<file path="config.mk">
export PLATFORM = sky130hd
export DESIGN_NAME = html_char_reference_decoder
export DESIGN_NICKNAME = d
export VERILOG_FILES = /design/src/sv/hcd_pkg.sv /design/src/sv/hcd_front.sv /design/src/sv/hcd_queue.sv /design/src/sv/hcd_back.sv /design/src/sv/html_char_reference_decoder.sv
export SDC_FILE = /design/constraint.sdc
export NUM_CORES = 1
export LEC_CHECK = 0
export BUFFER_PORTS_ARGS = -buffer_cell sky130_fd_sc_hd__buf_2
export CORE_AREA = 2 2 233 235
export DETAILED_ROUTE_END_ITERATION = 16
export DIE_AREA = 0 0 235 237
export PLACE_DENSITY = 0.49
export SLEW_MARGIN = 20
export SYNTH_ARGS = -nofsm -noshare
export SYNTH_HDL_FRONTEND = slang
export SYNTH_SLANG_ARGS = --single-unit
</file>
<file path="constraint.sdc">
create_clock -name clk -period 8.4 [get_ports clk]
set_input_delay 1.26 -clock clk [delete_from_list [all_inputs] [get_ports clk]]
set_output_delay 1.26 -clock clk [all_outputs]
set_load 0.02 [all_outputs]
</file>
<file path="src/sv/hcd_pkg.sv">
// shared types, constants and payload structs of the html character reference decoder
`default_nettype none
package hcd_pkg;

	localparam int DIGIT_LIMIT = 15;
	localparam int HELD_DEPTH  = DIGIT_LIMIT;
	localparam int IDX_W       = $clog2(HELD_DEPTH);
	localparam int LEN_W       = $clog2(HELD_DEPTH + 1);

	localparam int QUEUE_DEPTH = 2;
	localparam int QPTR_W      = $clog2(QUEUE_DEPTH);
	localparam int QCNT_W      = $clog2(QUEUE_DEPTH + 1);

	localparam int ACC_W = 9;
	localparam int MUL_W = ACC_W + 4;
	localparam logic [ACC_W-1:0] ACC_SAT = 9'd256;

	localparam int CFG_IDX_W  = 2;
	localparam int CFG_DATA_W = 1;

	typedef enum logic [CFG_IDX_W-1:0] {
		REG_PASS_THROUGH = 2'd0,
		REG_UTF8_MODE    = 2'd1,
		REG_NAMED_HACK   = 2'd2
	} hcd_reg_t;

	localparam logic [7:0] CH_AMP   = 8'h26;
	localparam logic [7:0] CH_HASH  = 8'h23;
	localparam logic [7:0] CH_SEMI  = 8'h3B;
	localparam logic [7:0] CH_LT    = 8'h3C;
	localparam logic [7:0] CH_GT    = 8'h3E;
	localparam logic [7:0] CH_LOW_L = 8'h6C;
	localparam logic [7:0] CH_LOW_T = 8'h74;
	localparam logic [7:0] CH_LOW_A = 8'h61;
	localparam logic [7:0] CH_LOW_M = 8'h6D;
	localparam logic [7:0] CH_LOW_P = 8'h70;
	localparam logic [7:0] CH_LOW_G = 8'h67;
	localparam logic [7:0] CH_LOW_X = 8'h78;
	localparam logic [7:0] CH_UP_X  = 8'h58;

	typedef struct packed {
		logic [7:0] in_byte;
		logic       end_of_stream;
	} hcd_in_t;

	typedef struct packed {
		logic [7:0] out_char;
		logic       from_entity;
		logic       last;
	} hcd_out_t;

	// one emission job: optional '&', then len held bytes, then an optional tail byte
	typedef struct packed {
		logic                        lead;
		logic [LEN_W-1:0]            len;
		logic [HELD_DEPTH-1:0][7:0]  chars;
		logic                        tail_vld;
		logic [7:0]                  tail_char;
		logic                        tail_ent;
	} hcd_cmd_t;

endpackage
`default_nettype wire

</file>
<file path="src/sv/hcd_front.sv">
// front end: config registers, reference parser and job builder
`default_nettype none
module hcd_front (
	input  wire                               clk,
	input  wire                               arst_n,
	input  wire                               cfg_we,
	input  wire [hcd_pkg::CFG_IDX_W-1:0]      cfg_index,
	input  wire [hcd_pkg::CFG_DATA_W-1:0]     cfg_data,
	input  wire                               in_valid,
	input  hcd_pkg::hcd_in_t                  in_data,
	output logic                              in_stall,
	input  wire                               full,
	output logic                              push,
	output hcd_pkg::hcd_cmd_t                 cmd
);

	typedef enum logic [10:0] {
		PH_IDLE       = 11'b00000000001,
		PH_AMP        = 11'b00000000010,
		PH_NUM_FIRST  = 11'b00000000100,
		PH_NUM_DIGITS = 11'b00000001000,
		PH_L1         = 11'b00000010000,
		PH_L2         = 11'b00000100000,
		PH_A1         = 11'b00001000000,
		PH_A2         = 11'b00010000000,
		PH_A3         = 11'b00100000000,
		PH_G1         = 11'b01000000000,
		PH_G2         = 11'b10000000000
	} hcd_phase_t;

	logic pass_through_q;
	logic utf8_mode_q;
	logic named_hack_q;

	hcd_phase_t                    phase_q, nxt_phase;
	logic [hcd_pkg::LEN_W-1:0]     len_q, nxt_len;
	logic                          hex_q, nxt_hex;
	logic [hcd_pkg::ACC_W-1:0]     acc_q, nxt_acc, acc_digit;
	logic [7:0]                    held_q [hcd_pkg::HELD_DEPTH];

	logic                          accept;
	logic                          push_c;
	logic                          wr_en;
	logic                          fail;
	logic                          to_idle;
	logic [7:0]                    b;
	logic                          is_dec, is_hexd, d_ok, is_x, in_range, room;
	logic [3:0]                    dval;
	logic [hcd_pkg::MUL_W-1:0]     acc_mul, acc_sum;

	assign accept   = in_valid && !full;
	assign in_stall = full;
	assign push     = accept && push_c;
	assign b        = in_data.in_byte;

	assign is_dec  = b inside {[8'h30:8'h39]};
	assign is_hexd = hex_q && (b inside {[8'h61:8'h66], [8'h41:8'h46]});
	assign d_ok    = is_dec || is_hexd;
	assign dval    = is_dec ? b[3:0] : (b[3:0] + 4'd9);
	assign is_x    = (b == hcd_pkg::CH_LOW_X) || (b == hcd_pkg::CH_UP_X);
	assign room    = len_q < hcd_pkg::LEN_W'(hcd_pkg::DIGIT_LIMIT);
	assign in_range = acc_q inside {[9'd0:9'd31], [9'd127:9'd255]};

	// times 16 or times 10 as shift and add, then saturate at 256
	assign acc_mul = hex_q ? (hcd_pkg::MUL_W'(acc_q) << 4)
	                       : ((hcd_pkg::MUL_W'(acc_q) << 3) + (hcd_pkg::MUL_W'(acc_q) << 1));
	assign acc_sum = acc_mul + hcd_pkg::MUL_W'(dval);
	assign acc_digit = (acc_q[hcd_pkg::ACC_W-1] || acc_sum > hcd_pkg::MUL_W'(hcd_pkg::ACC_SAT))
	                   ? hcd_pkg::ACC_SAT : acc_sum[hcd_pkg::ACC_W-1:0];

	always_comb begin
		nxt_phase = phase_q;
		nxt_len   = len_q;
		nxt_hex   = hex_q;
		nxt_acc   = acc_q;
		wr_en     = 1'b0;
		push_c    = 1'b0;
		fail      = 1'b0;
		to_idle   = 1'b0;
		cmd.lead      = (phase_q != PH_IDLE);
		cmd.len       = len_q;
		for (int i = 0; i < hcd_pkg::HELD_DEPTH; i++) begin
			cmd.chars[i] = held_q[i];
		end
		cmd.tail_vld  = 1'b0;
		cmd.tail_char = b;
		cmd.tail_ent  = 1'b0;

		if (in_data.end_of_stream) begin
			push_c  = (phase_q != PH_IDLE);
			to_idle = 1'b1;
		end else if (pass_through_q) begin
			push_c       = 1'b1;
			cmd.tail_vld = 1'b1;
			to_idle      = 1'b1;
		end else begin
			case (phase_q)
				PH_IDLE: begin
					if (b == hcd_pkg::CH_AMP) begin
						nxt_phase = PH_AMP;
					end else begin
						push_c       = 1'b1;
						cmd.tail_vld = 1'b1;
					end
				end
				PH_AMP: begin
					if (b == hcd_pkg::CH_HASH) begin
						nxt_phase = PH_NUM_FIRST;
						nxt_acc   = '0;
						nxt_hex   = 1'b0;
						wr_en     = 1'b1;
					end else if (named_hack_q && b == hcd_pkg::CH_LOW_L) begin
						nxt_phase = PH_L1;
						wr_en     = 1'b1;
					end else if (named_hack_q && b == hcd_pkg::CH_LOW_A) begin
						nxt_phase = PH_A1;
						wr_en     = 1'b1;
					end else if (named_hack_q && b == hcd_pkg::CH_LOW_G) begin
						nxt_phase = PH_G1;
						wr_en     = 1'b1;
					end else begin
						fail = 1'b1;
					end
				end
				PH_L1: begin
					if (b == hcd_pkg::CH_LOW_T) begin
						nxt_phase = PH_L2;
						wr_en     = 1'b1;
					end else begin
						fail = 1'b1;
					end
				end
				PH_A1: begin
					if (b == hcd_pkg::CH_LOW_M) begin
						nxt_phase = PH_A2;
						wr_en     = 1'b1;
					end else begin
						fail = 1'b1;
					end
				end
				PH_A2: begin
					if (b == hcd_pkg::CH_LOW_P) begin
						nxt_phase = PH_A3;
						wr_en     = 1'b1;
					end else begin
						fail = 1'b1;
					end
				end
				PH_G1: begin
					if (b == hcd_pkg::CH_LOW_T) begin
						nxt_phase = PH_G2;
						wr_en     = 1'b1;
					end else begin
						fail = 1'b1;
					end
				end
				PH_L2, PH_A3, PH_G2: begin
					if (b == hcd_pkg::CH_SEMI) begin
						push_c        = 1'b1;
						cmd.lead      = 1'b0;
						cmd.len       = '0;
						cmd.tail_vld  = 1'b1;
						cmd.tail_char = (phase_q == PH_L2) ? hcd_pkg::CH_LT :
						                (phase_q == PH_A3) ? hcd_pkg::CH_AMP : hcd_pkg::CH_GT;
						to_idle       = 1'b1;
					end else begin
						fail = 1'b1;
					end
				end
				PH_NUM_FIRST, PH_NUM_DIGITS: begin
					if (phase_q == PH_NUM_FIRST && is_x) begin
						nxt_hex   = 1'b1;
						nxt_phase = PH_NUM_DIGITS;
						wr_en     = 1'b1;
					end else if (d_ok && room) begin
						nxt_acc   = acc_digit;
						nxt_phase = PH_NUM_DIGITS;
						wr_en     = 1'b1;
					end else if (b == hcd_pkg::CH_SEMI && !utf8_mode_q && in_range) begin
						push_c        = 1'b1;
						cmd.lead      = 1'b0;
						cmd.len       = '0;
						cmd.tail_vld  = 1'b1;
						cmd.tail_char = acc_q[7:0];
						cmd.tail_ent  = 1'b1;
						to_idle       = 1'b1;
					end else begin
						fail = 1'b1;
					end
				end
				default: begin
					to_idle = 1'b1;
				end
			endcase
		end

		// failed match: '&', the held bytes, then this byte, all literal
		if (fail) begin
			push_c       = 1'b1;
			cmd.tail_vld = 1'b1;
			to_idle      = 1'b1;
		end
		if (wr_en) begin
			nxt_len = len_q + hcd_pkg::LEN_W'(1);
		end
		if (to_idle) begin
			nxt_phase = PH_IDLE;
			nxt_len   = '0;
			nxt_hex   = 1'b0;
			nxt_acc   = '0;
		end
	end

	always_ff @(posedge clk or negedge arst_n) begin
		if (!arst_n) begin
			pass_through_q <= 1'b0;
			utf8_mode_q    <= 1'b0;
			named_hack_q   <= 1'b0;
		end else if (cfg_we) begin
			case (cfg_index)
				hcd_pkg::REG_PASS_THROUGH: pass_through_q <= cfg_data[0];
				hcd_pkg::REG_UTF8_MODE:    utf8_mode_q    <= cfg_data[0];
				hcd_pkg::REG_NAMED_HACK:   named_hack_q   <= cfg_data[0];
				default: ;
			endcase
		end
	end

	always_ff @(posedge clk or negedge arst_n) begin
		if (!arst_n) begin
			phase_q <= PH_IDLE;
			len_q   <= '0;
			hex_q   <= 1'b0;
			acc_q   <= '0;
		end else if (accept) begin
			phase_q <= nxt_phase;
			len_q   <= nxt_len;
			hex_q   <= nxt_hex;
			acc_q   <= nxt_acc;
		end
	end

	always_ff @(posedge clk) begin
		if (accept && wr_en) begin
			held_q[len_q[hcd_pkg::IDX_W-1:0]] <= b;
		end
	end

endmodule
`default_nettype wire

</file>
<file path="src/sv/hcd_queue.sv">
// small job queue between parser and emitter
`default_nettype none
module hcd_queue (
	input  wire                  clk,
	input  wire                  arst_n,
	input  wire                  push,
	input  hcd_pkg::hcd_cmd_t    push_cmd,
	output logic                 full,
	input  wire                  pop,
	output logic                 head_valid,
	output hcd_pkg::hcd_cmd_t    head_cmd
);

	hcd_pkg::hcd_cmd_t              entry_q [hcd_pkg::QUEUE_DEPTH];
	logic [hcd_pkg::QPTR_W-1:0]     wr_ptr_q, rd_ptr_q;
	logic [hcd_pkg::QCNT_W-1:0]     count_q;

	assign full       = (count_q == hcd_pkg::QCNT_W'(hcd_pkg::QUEUE_DEPTH));
	assign head_valid = (count_q != '0);
	assign head_cmd   = entry_q[rd_ptr_q];

	function automatic logic [hcd_pkg::QPTR_W-1:0] ptr_inc(input logic [hcd_pkg::QPTR_W-1:0] p);
		ptr_inc = (p == hcd_pkg::QPTR_W'(hcd_pkg::QUEUE_DEPTH - 1)) ? '0
		          : p + hcd_pkg::QPTR_W'(1);
	endfunction

	always_ff @(posedge clk or negedge arst_n) begin
		if (!arst_n) begin
			wr_ptr_q <= '0;
			rd_ptr_q <= '0;
			count_q  <= '0;
		end else begin
			if (push) begin
				wr_ptr_q <= ptr_inc(wr_ptr_q);
			end
			if (pop) begin
				rd_ptr_q <= ptr_inc(rd_ptr_q);
			end
			if (push && !pop) begin
				count_q <= count_q + hcd_pkg::QCNT_W'(1);
			end else if (pop && !push) begin
				count_q <= count_q - hcd_pkg::QCNT_W'(1);
			end
		end
	end

	always_ff @(posedge clk) begin
		if (push) begin
			entry_q[wr_ptr_q] <= push_cmd;
		end
	end

endmodule
`default_nettype wire

</file>
<file path="src/sv/hcd_back.sv">
// back end: walks one job per queue entry and drives the output register
`default_nettype none
module hcd_back (
	input  wire                  clk,
	input  wire                  arst_n,
	input  wire                  head_valid,
	input  hcd_pkg::hcd_cmd_t    head_cmd,
	output logic                 pop,
	output logic                 out_valid,
	input  wire                  out_stall,
	output hcd_pkg::hcd_out_t    out_data
);

	typedef enum logic [2:0] {
		SEG_AMP  = 3'b001,
		SEG_BODY = 3'b010,
		SEG_TAIL = 3'b100
	} hcd_seg_t;

	hcd_seg_t                    seg_q, nxt_seg;
	logic [hcd_pkg::IDX_W-1:0]   idx_q, nxt_idx;
	logic                        out_valid_q;
	hcd_pkg::hcd_out_t           out_q, beat;
	logic                        load;
	logic                        body_end;

	assign load      = head_valid && (!out_valid_q || !out_stall);
	assign pop       = load && beat.last;
	assign out_valid = out_valid_q;
	assign out_data  = out_q;
	assign body_end  = (hcd_pkg::LEN_W'(idx_q) + hcd_pkg::LEN_W'(1)) == head_cmd.len;

	always_comb begin
		nxt_seg          = seg_q;
		nxt_idx          = idx_q;
		beat.out_char    = head_cmd.tail_char;
		beat.from_entity = head_cmd.tail_ent;
		beat.last        = 1'b1;
		case (seg_q)
			SEG_AMP: begin
				if (head_cmd.lead) begin
					beat.out_char    = hcd_pkg::CH_AMP;
					beat.from_entity = 1'b0;
					beat.last        = (head_cmd.len == '0) && !head_cmd.tail_vld;
					nxt_idx          = '0;
					nxt_seg          = (head_cmd.len != '0) ? SEG_BODY : SEG_TAIL;
				end
			end
			SEG_BODY: begin
				beat.out_char    = head_cmd.chars[idx_q];
				beat.from_entity = 1'b0;
				beat.last        = body_end && !head_cmd.tail_vld;
				if (body_end) begin
					nxt_seg = SEG_TAIL;
				end else begin
					nxt_idx = idx_q + hcd_pkg::IDX_W'(1);
				end
			end
			SEG_TAIL: ;
			default: ;
		endcase
		if (beat.last) begin
			nxt_seg = SEG_AMP;
			nxt_idx = '0;
		end
	end

	always_ff @(posedge clk or negedge arst_n) begin
		if (!arst_n) begin
			out_valid_q <= 1'b0;
			seg_q       <= SEG_AMP;
			idx_q       <= '0;
		end else if (load) begin
			out_valid_q <= 1'b1;
			seg_q       <= nxt_seg;
			idx_q       <= nxt_idx;
		end else if (!out_stall) begin
			out_valid_q <= 1'b0;
		end
	end

	always_ff @(posedge clk) begin
		if (load) begin
			out_q <= beat;
		end
	end

endmodule
`default_nettype wire

</file>
<file path="src/sv/html_char_reference_decoder.sv">
// top level of the html character reference decoder (numeric, and lt, amp, gt when named_hack is set)
//
// Input channel: in_valid / in_stall / in_data carries one text byte per beat, or an
// end-of-stream marker that flushes any partly read reference literally.
// Output channel: out_valid / out_stall / out_data gives one byte per beat; last marks
// the final beat caused by one input beat. Inputs that complete nothing yield no beat.
// Config: cfg_we writes cfg_data into register cfg_index (pass_through, utf8_mode,
// named_hack_enable); write only while the block is idle.
// The parser pushes a beat's job into the queue as the beat is accepted; the emitter
// loads the job's first result into the output register once it reaches the queue head.
// Throughput: one input byte per cycle while each yields at most one result, out_stall low.
// A failed or flushed reference makes the emitter send up to 17 beats, one per cycle while
// out_stall is low; the two-entry job queue absorbs this and in_stall rises when it is full.
// Reset: parser idle, registers zero, queue empty, out_valid low.
// A stalled output holds its beat; the queue then fills and stalls the input side.
`default_nettype none
module html_char_reference_decoder (
	input  wire                               clk,
	input  wire                               arst_n,
	input  wire                               cfg_we,
	input  wire [hcd_pkg::CFG_IDX_W-1:0]      cfg_index,
	input  wire [hcd_pkg::CFG_DATA_W-1:0]     cfg_data,
	input  wire                               in_valid,
	output logic                              in_stall,
	input  hcd_pkg::hcd_in_t                  in_data,
	output logic                              out_valid,
	input  wire                               out_stall,
	output hcd_pkg::hcd_out_t                 out_data
);

	logic                  q_full;
	logic                  q_push;
	logic                  q_pop;
	logic                  q_head_valid;
	hcd_pkg::hcd_cmd_t     q_push_cmd;
	hcd_pkg::hcd_cmd_t     q_head_cmd;

	hcd_front u_front (
		.clk       (clk),
		.arst_n    (arst_n),
		.cfg_we    (cfg_we),
		.cfg_index (cfg_index),
		.cfg_data  (cfg_data),
		.in_valid  (in_valid),
		.in_data   (in_data),
		.in_stall  (in_stall),
		.full      (q_full),
		.push      (q_push),
		.cmd       (q_push_cmd)
	);

	hcd_queue u_queue (
		.clk        (clk),
		.arst_n     (arst_n),
		.push       (q_push),
		.push_cmd   (q_push_cmd),
		.full       (q_full),
		.pop        (q_pop),
		.head_valid (q_head_valid),
		.head_cmd   (q_head_cmd)
	);

	hcd_back u_back (
		.clk        (clk),
		.arst_n     (arst_n),
		.head_valid (q_head_valid),
		.head_cmd   (q_head_cmd),
		.pop        (q_pop),
		.out_valid  (out_valid),
		.out_stall  (out_stall),
		.out_data   (out_data)
	);

endmodule
`default_nettype wire

</file>
* Word-level counts from Yosys, hierarchy flattened
Memory sizes are Yosys's and may differ from the RTL's.
Index checks and enable logic that the tools add are counted.
** Storage, ports and cells
- Register bits :: 50
- Memories kept :: 2
- Bits of input ports :: 17
- Memory bits (writable) :: 390
** Memories
- u_queue.entry_q :: depth 2, width 135, read ports 1, clocked after Yosys merged registers in 0, wr ports 1, line hcd_queue.sv:14 : hcd_pkg::hcd_cmd_t entry_q [hcd_pkg::QUEUE_DEPTH];
- u_front.held_q :: depth 15, width 8, read ports 15, clocked after Yosys merged registers in 0, wr ports 1, line hcd_front.sv:39 : logic [7:0] held_q [hcd_pkg::HELD_DEPTH];
** Cells by class
- Magnitude comparators :: 13
- Reduce and logical (&&, ||, !) cells :: 57
- Multiplexer cells :: 115
- Add/sub/neg operators :: 9
- Equal/unequal tests :: 46
** Operator list (count)
- 2-to-1 mux 11 bit :: 14
- 2-to-1 mux 9 bit :: 9
- one-hot mux 11 bit (7 select lines) :: 1
- equality test 8 x 7 -> 1 bit (second input constant) :: 8
- 2-to-1 mux 1 bit :: 51
- 2-to-1 mux 10 bit :: 5
- 2-to-1 mux 5 bit :: 7
- binary-select mux 8 bit (select 4 bit) :: 1
- inequality test 3 x 1 -> 1 bit (second input constant) :: 9
- equality test 8 x 6 -> 1 bit (second input constant) :: 3
- 2-to-1 mux 4 bit :: 6
- logical AND 1 bit :: 22
- one-hot mux 10 bit (2 select lines) :: 1
- one-hot mux 9 bit (2 select lines) :: 1
- >= comparator 8 x 7 -> 1 bit (second input constant) :: 2
- <= comparator 8 x 7 -> 1 bit (second input constant) :: 2
- 2-to-1 mux 8 bit :: 2
- one-hot mux 8 bit (2 select lines) :: 1
- adder 12 x 10 -> 13 bit :: 1
- adder 13 x 4 -> 13 bit :: 1
- > comparator 13 x 9 -> 1 bit (second input constant) :: 1
- 2-to-1 mux 13 bit :: 1
- 2-to-1 mux 3 bit :: 4
- equality test 11 x 1 -> 1 bit (second input constant) :: 1
- other kinds (58) :: 86

* Longest topological paths before layout
- Depth in word-level cells :: 17
- Gate-level depth with buffers :: 15
- Depth with buffers taken out :: 15

* Cells and area by module
A second synthesis with hierarchy kept.
** Unflattened totals
- Cells, all modules :: 1101
- Area, all modules :: 18756.7 um^2
** By module, submodules not included
- hcd_queue :: times used 1, area each 10079.7 um^2, cells each 436
- hcd_front :: times used 1, area each 6655.1 um^2, cells each 494
- hcd_back :: times used 1, area each 2021.9 um^2, cells each 171

* Least setup slack after synthesis
OpenSTA, ideal clock, no wires.
- Path kind :: input -> register
- From :: input in_data[1] (netlist name)
- To :: memory u_queue.entry_q[0][0] (netlist name) (enable)
- Slack :: -0.927 ns
- Required time :: 7.753 ns
- Stages on the path :: 8
- Data arrival time :: 8.680 ns
- Path buffers :: 0
- Cell sequence :: inv_1 ha_1 or3b_2 nand4_1 o2bb2ai_4 o2111ai_1 o21ba_2 nor2b_1
** Between the ends
- Longest elaborated chain between the ends :: 15
- Elaborated cells on any way between the ends :: 57
** RTL lines
- start: declaration :: line html_char_reference_decoder.sv:25 : input hcd_pkg::hcd_in_t in_data,
- >= comparator 8 x 7 -> 1 bit or <= comparator 8 x 7 -> 1 bit (tied branches) :: line hcd_front.sv:57 : assign is_hexd = hex_q && (b inside {[8'h61:8'h66], [8'h41:8'h46]});
- logical AND 1 bit :: line hcd_front.sv:57
- nonzero test 2 bit :: line hcd_front.sv:57
- logical AND 1 bit :: line hcd_front.sv:57
- logical OR 1 bit :: line hcd_front.sv:58 : assign d_ok = is_dec || is_hexd;
- logical AND 1 bit :: line hcd_front.sv:175 : end else if (d_ok && room) begin
- 2-to-1 mux 1 bit :: line hcd_front.sv:175
- 2-to-1 mux 1 bit :: line hcd_front.sv:171 : if (phase_q == PH_NUM_FIRST && is_x) begin
- one-hot mux 1 bit (6 select lines) or one-hot mux 1 bit (3 select lines) (tied branches) :: line hcd_front.sv:97 : case (phase_q)
- 2-to-1 mux 1 bit :: line hcd_front.sv:92 : end else if (pass_through_q) begin
- 2-to-1 mux 1 bit :: line hcd_front.sv:89 : if (in_data.end_of_stream) begin
- 2-to-1 mux 1 bit (*) :: line hcd_front.sv:198 : if (fail) begin
- logical AND 1 bit (*) :: line hcd_front.sv:53 : assign push = accept && push_c;
- net q_push :: line html_char_reference_decoder.sv:32 : logic q_push;
- 2-to-1 mux 1 bit (*) :: line hcd_queue.sv:48 : if (push) begin
- 2-to-1 mux 1 bit (implied by the code) (*) :: line hcd_queue.sv:49 : entry_q[wr_ptr_q] <= push_cmd;
- end: declaration :: line hcd_queue.sv:14
Mark *: on every way through the listed nets, which the timed path passes. The rest lies on a longest branch.

* Worst setup path in the final report
- From :: input in_data[1] (netlist name)
- To :: register u_front.acc_q[2] (netlist name)
** Between the ends
- Longest elaborated chain between the ends :: 14
- Elaborated cells on any way between the ends :: 71
** RTL lines
- parallel branches: the longest is 14 deep, another holds adder 13 x 4 -> 13 bit
- end signal: assignment :: line hcd_front.sv:239 : acc_q <= nxt_acc;
- end: declaration :: line hcd_front.sv:38 : logic [hcd_pkg::ACC_W-1:0] acc_q, nxt_acc, acc_digit;
Parallel ways; which one is timed is not known. The select of a mux whose other input is x is not followed.
A chain may end at the register's enable or synchronous reset.

==> impl_metrics.yaml <==
sta:
  setup-violations-final: 0
  fin_crit_ns: 4.86
  max_slew_margin_pct: 29.8
  worst_slew_pin_slew_ns: 1.05
  slew_violations: 0
  fin_setup_tns_ns: 0
  finalHoldViolCount: 0
  fin_crit_sh_pct: 57.8
  rsz0062_at_grt: "no"
  skew_ns: 0.0487
  max_freq_mhz: 206
job:
  maxCapViolations: 0
worst_setup_path:
  worstSetupStartpointType: "primary input"
  critPathRequiredTime_ns: 8.82
  rr_worst_depth: 8
  critPathBufInv: 3
  slowest_delay_ns: 0.53
  worst_ep_arrival_time_ns: 5.28
  path_max_fanout: 21
  endpoint_kind: "register"
  cp_top_family: "compound AO/OA/AOI/OAI gates"
  timing.rr.end: "u_queue.entry_q[1][71]"
  crit_type: "primary input to register"
  r2r-start: "u_front.phase_q[3]"
  slowest_stage: "or3b_2"
  cp_cell_sequence: "buf_2, inv_1, ha_1, o21bai_1, a211oi_4, nand2b_1, xor2_1, inv_1, ha_1, a21o_1, a21oi_1, or3b_2, or3b_2, o311a_1, o2111ai_2, o32ai_1"
  rrSetupSlack_ns: 4.05
yosys:
  synth-seq-area-share_pct: 70.6
  yosysWarnings: 0
  netlist_area_sq_um: 18400
  yosysTopAreaCell: "edfxtp_1"
  synth.area.top_cells: "edfxtp_1, dfrtp_1, mux4_2"
  synth_top_flop_cell: "edfxtp_1"
  async_flop_share_pct: 9.09
  synth.distinct_cells: 97
  synth.top_cell.area_share_pct: 65.2
  syn_inst: 1134
  synth-seq-cells: 440
  syn_nets: 1173
  avgSynthCellArea_sq_um: 16.2
  synth_edf_count: 400
drt:
  antenna_left: 0
  via_per_inst: 5.23
  vias: 9999
  drtIter0Drc: 842
  drtPass1Iterations: 5
  drc: 0
  wl_per_cell_um: 22.2
  drt_wl_total_mm: 42.5
clocking:
  cts_sinks: 440
  hold_buffers: 0
  postCtsSetupBuffers: 0
  cts-root-buf: "clkbuf_16"
  cts_max_level: 2
  cts_buffer_depth: 3
  cts-resized-gates: 0
  cts_tree: "done"
  clk_latency_ns: 0.60
  clkTransAtPathRegs_ns: 0.06
  cts-buffers-inserted: 46
power_and_ir_drop:
  p_per_area_nw_per_um2: 298
  leakagePower_nw: 6.91
  worst_ir_drop_vdd_mv: 0.191
place:
  hpwl_mm: 26.2
  gp_congestion: 0.820
  port_buffers: 28
die:
  dieWidth_um: 235
  core_sq_um: 53300
  io_pins: 29
  die_y_um: 237
  dieArea_sq_um: 55700
  initial_utilization_pct: 34.6
  row_count: 85
finish:
  final_cell_mix: "edfxtp_1, nand2_1, nor2_1, mux2i_1, clkbuf_16"
  drive_gt1_share_pct: 17.3
  final_common_cell: "edfxtp_1"
  fin_nets: 1219
  fin_util_pct: 39.1
  area_growth_pct: 13.1
  diodes: 0
grt:
  antenna_found_initial: 0
  grt_first_pass_wirelength_mm: 64.8
  grt_max_degree: 60
  grt-ovfl-total: 0
  track_usage_pct: 15.4
  grt_pass1_vias: 10325
run_status:
  status: "finished clean"
hold_path:
  min_from: "u_front.held_q[11][3]"
  hold-path-endpoint: "u_queue.entry_q[1][101]"
  hold_class: "register to register"
  min_delay_path_depth: 0
## routing by layer
metal | share of wire, % | routed length, um | GRT usage, % | up-vias
li1 | - | - | - | 4575
met2 | 50 | 21200 | 26.3 | 236
met3 | 4.3 | 1810 | 2.58 | 58
met5 | 0 | 0 | 0 | -
met4 | 1.9 | 825 | 3.95 | 0
met1 | 44 | 18600 | 20.3 | 5130
## synth_stat cells, types with 4 or more instances
cell type,n
a31oi_1,4
nand4b_1,4
o21ai_0,40
buf_2,15
buf_1,5
o221ai_1,17
o21ai_1,5
edfxtp_1,400
nor3b_1,8
and3_1,4
nor2b_1,12
mux2_2,20
o31ai_1,7
nand4_1,12
ha_1,20
dfrtp_1,38
nor4_1,7
mux2i_1,49
xor2_1,12
nor2_1,49
nor3_1,10
a21oi_1,23
mux4_2,40
nand3_1,17
a211oi_1,11
a211o_1,6
inv_1,36
nand2b_1,16
clkbuf_1,29
a22o_1,4
o22ai_1,24
nand2_1,50
nand3b_1,5
xnor2_1,14
and2_1,13
or2_2,4
o32ai_1,9
or3_1,6
## worst max path at each step
stage                     slack (ns)  startpoint  cells after the start                 endpoint
after global placement          2.98  in_data[1]                     11  u_queue.entry_q[1][118]
final                           3.54  in_data[1]                     16         u_front.acc_q[2]
after floorplan                 1.69  in_data[1]                      8    u_queue.entry_q[0][0]
after global routing            3.25  in_data[1]                     11   u_queue.entry_q[1][71]
after detailed placement        2.89  in_data[1]                     11  u_queue.entry_q[1][118]
after CTS                       3.50  in_data[1]                     11   u_queue.entry_q[1][71]
## cells by family after synthesis
group,synth area share (%)
buffers and inverters,2.04
adder cells (fa/ha/maj),1.58
AND/OR/NAND/NOR,7.73
flip-flops,70.6
AO/OA/AOI/OAI,7.87
multiplexers,8.77
XOR/XNOR,1.36
## report_power, final
| group | internal [W] | switching (W) | total, W |
|---|---|---|---|
| Clock | 0.00111 | 0.000834 | 0.00195 |
| Sequential | 0.00278 | 0.000144 | 0.00292 |
| Combinational | 0.000515 | 0.000825 | 0.00134 |
| Total | 0.00441 | 0.00180 | 0.00621 |
## sequential cells by signal (all words and copies together) (netlist names)
| register | flops |
|---|---|
| u_back.idx_q | 4 |
| u_queue.count_q | 2 |
| u_back.out_data | 10 |
| u_queue.wr_ptr_q | 1 |
| u_front.len_q | 4 |
| u_queue.entry_q | 270 |
| u_back.seg_q | 3 |
| u_front.hex_q | 1 |
| u_back.out_valid | 1 |
| u_front.named_hack_q | 1 |
| u_front.pass_through_q | 1 |
| u_queue.rd_ptr_q | 1 |
| u_front.utf8_mode_q | 1 |
| u_front.acc_q | 9 |
| u_front.phase_q | 11 |
| u_front.held_q | 120 |
## metrics by stage
stage	worst slack, ns	instance area, sq um	total power [W]	instances	hold slack [ns]
2_1_floorplan	1.69	18400	0.00392	1134	0.421
3_3_place_gp	2.98	19400	0.00434	1828	0.422
3_5_place_dp	2.89	19400	0.00435	1828	0.430
4_1_cts	3.50	20800	0.00632	1912	0.427
5_1_grt	3.25	20800	0.00652	1912	0.437
6_report	3.54	20800	0.00621	1912	0.417
## worst register-to-register path: cells and delay by family (launching register included)
kind	cells	cell delay (ns)
DFF	1	0.47
AOI/OAI and AO/OA	3	0.80
and+or+nand+nor	4	1.99
buffers and inverters	1	0.71
## final cells by class
class,count,area (sq um)
sequential,440,13000
tap,696,871
clock buffer,71,1310
timing repair buffer,51,315
inverter,37,139
clock inverter,13,146
multi-input combinational,604,5040
fill,4903,32400
Note: power is estimated with default switching activity, not from simulation.
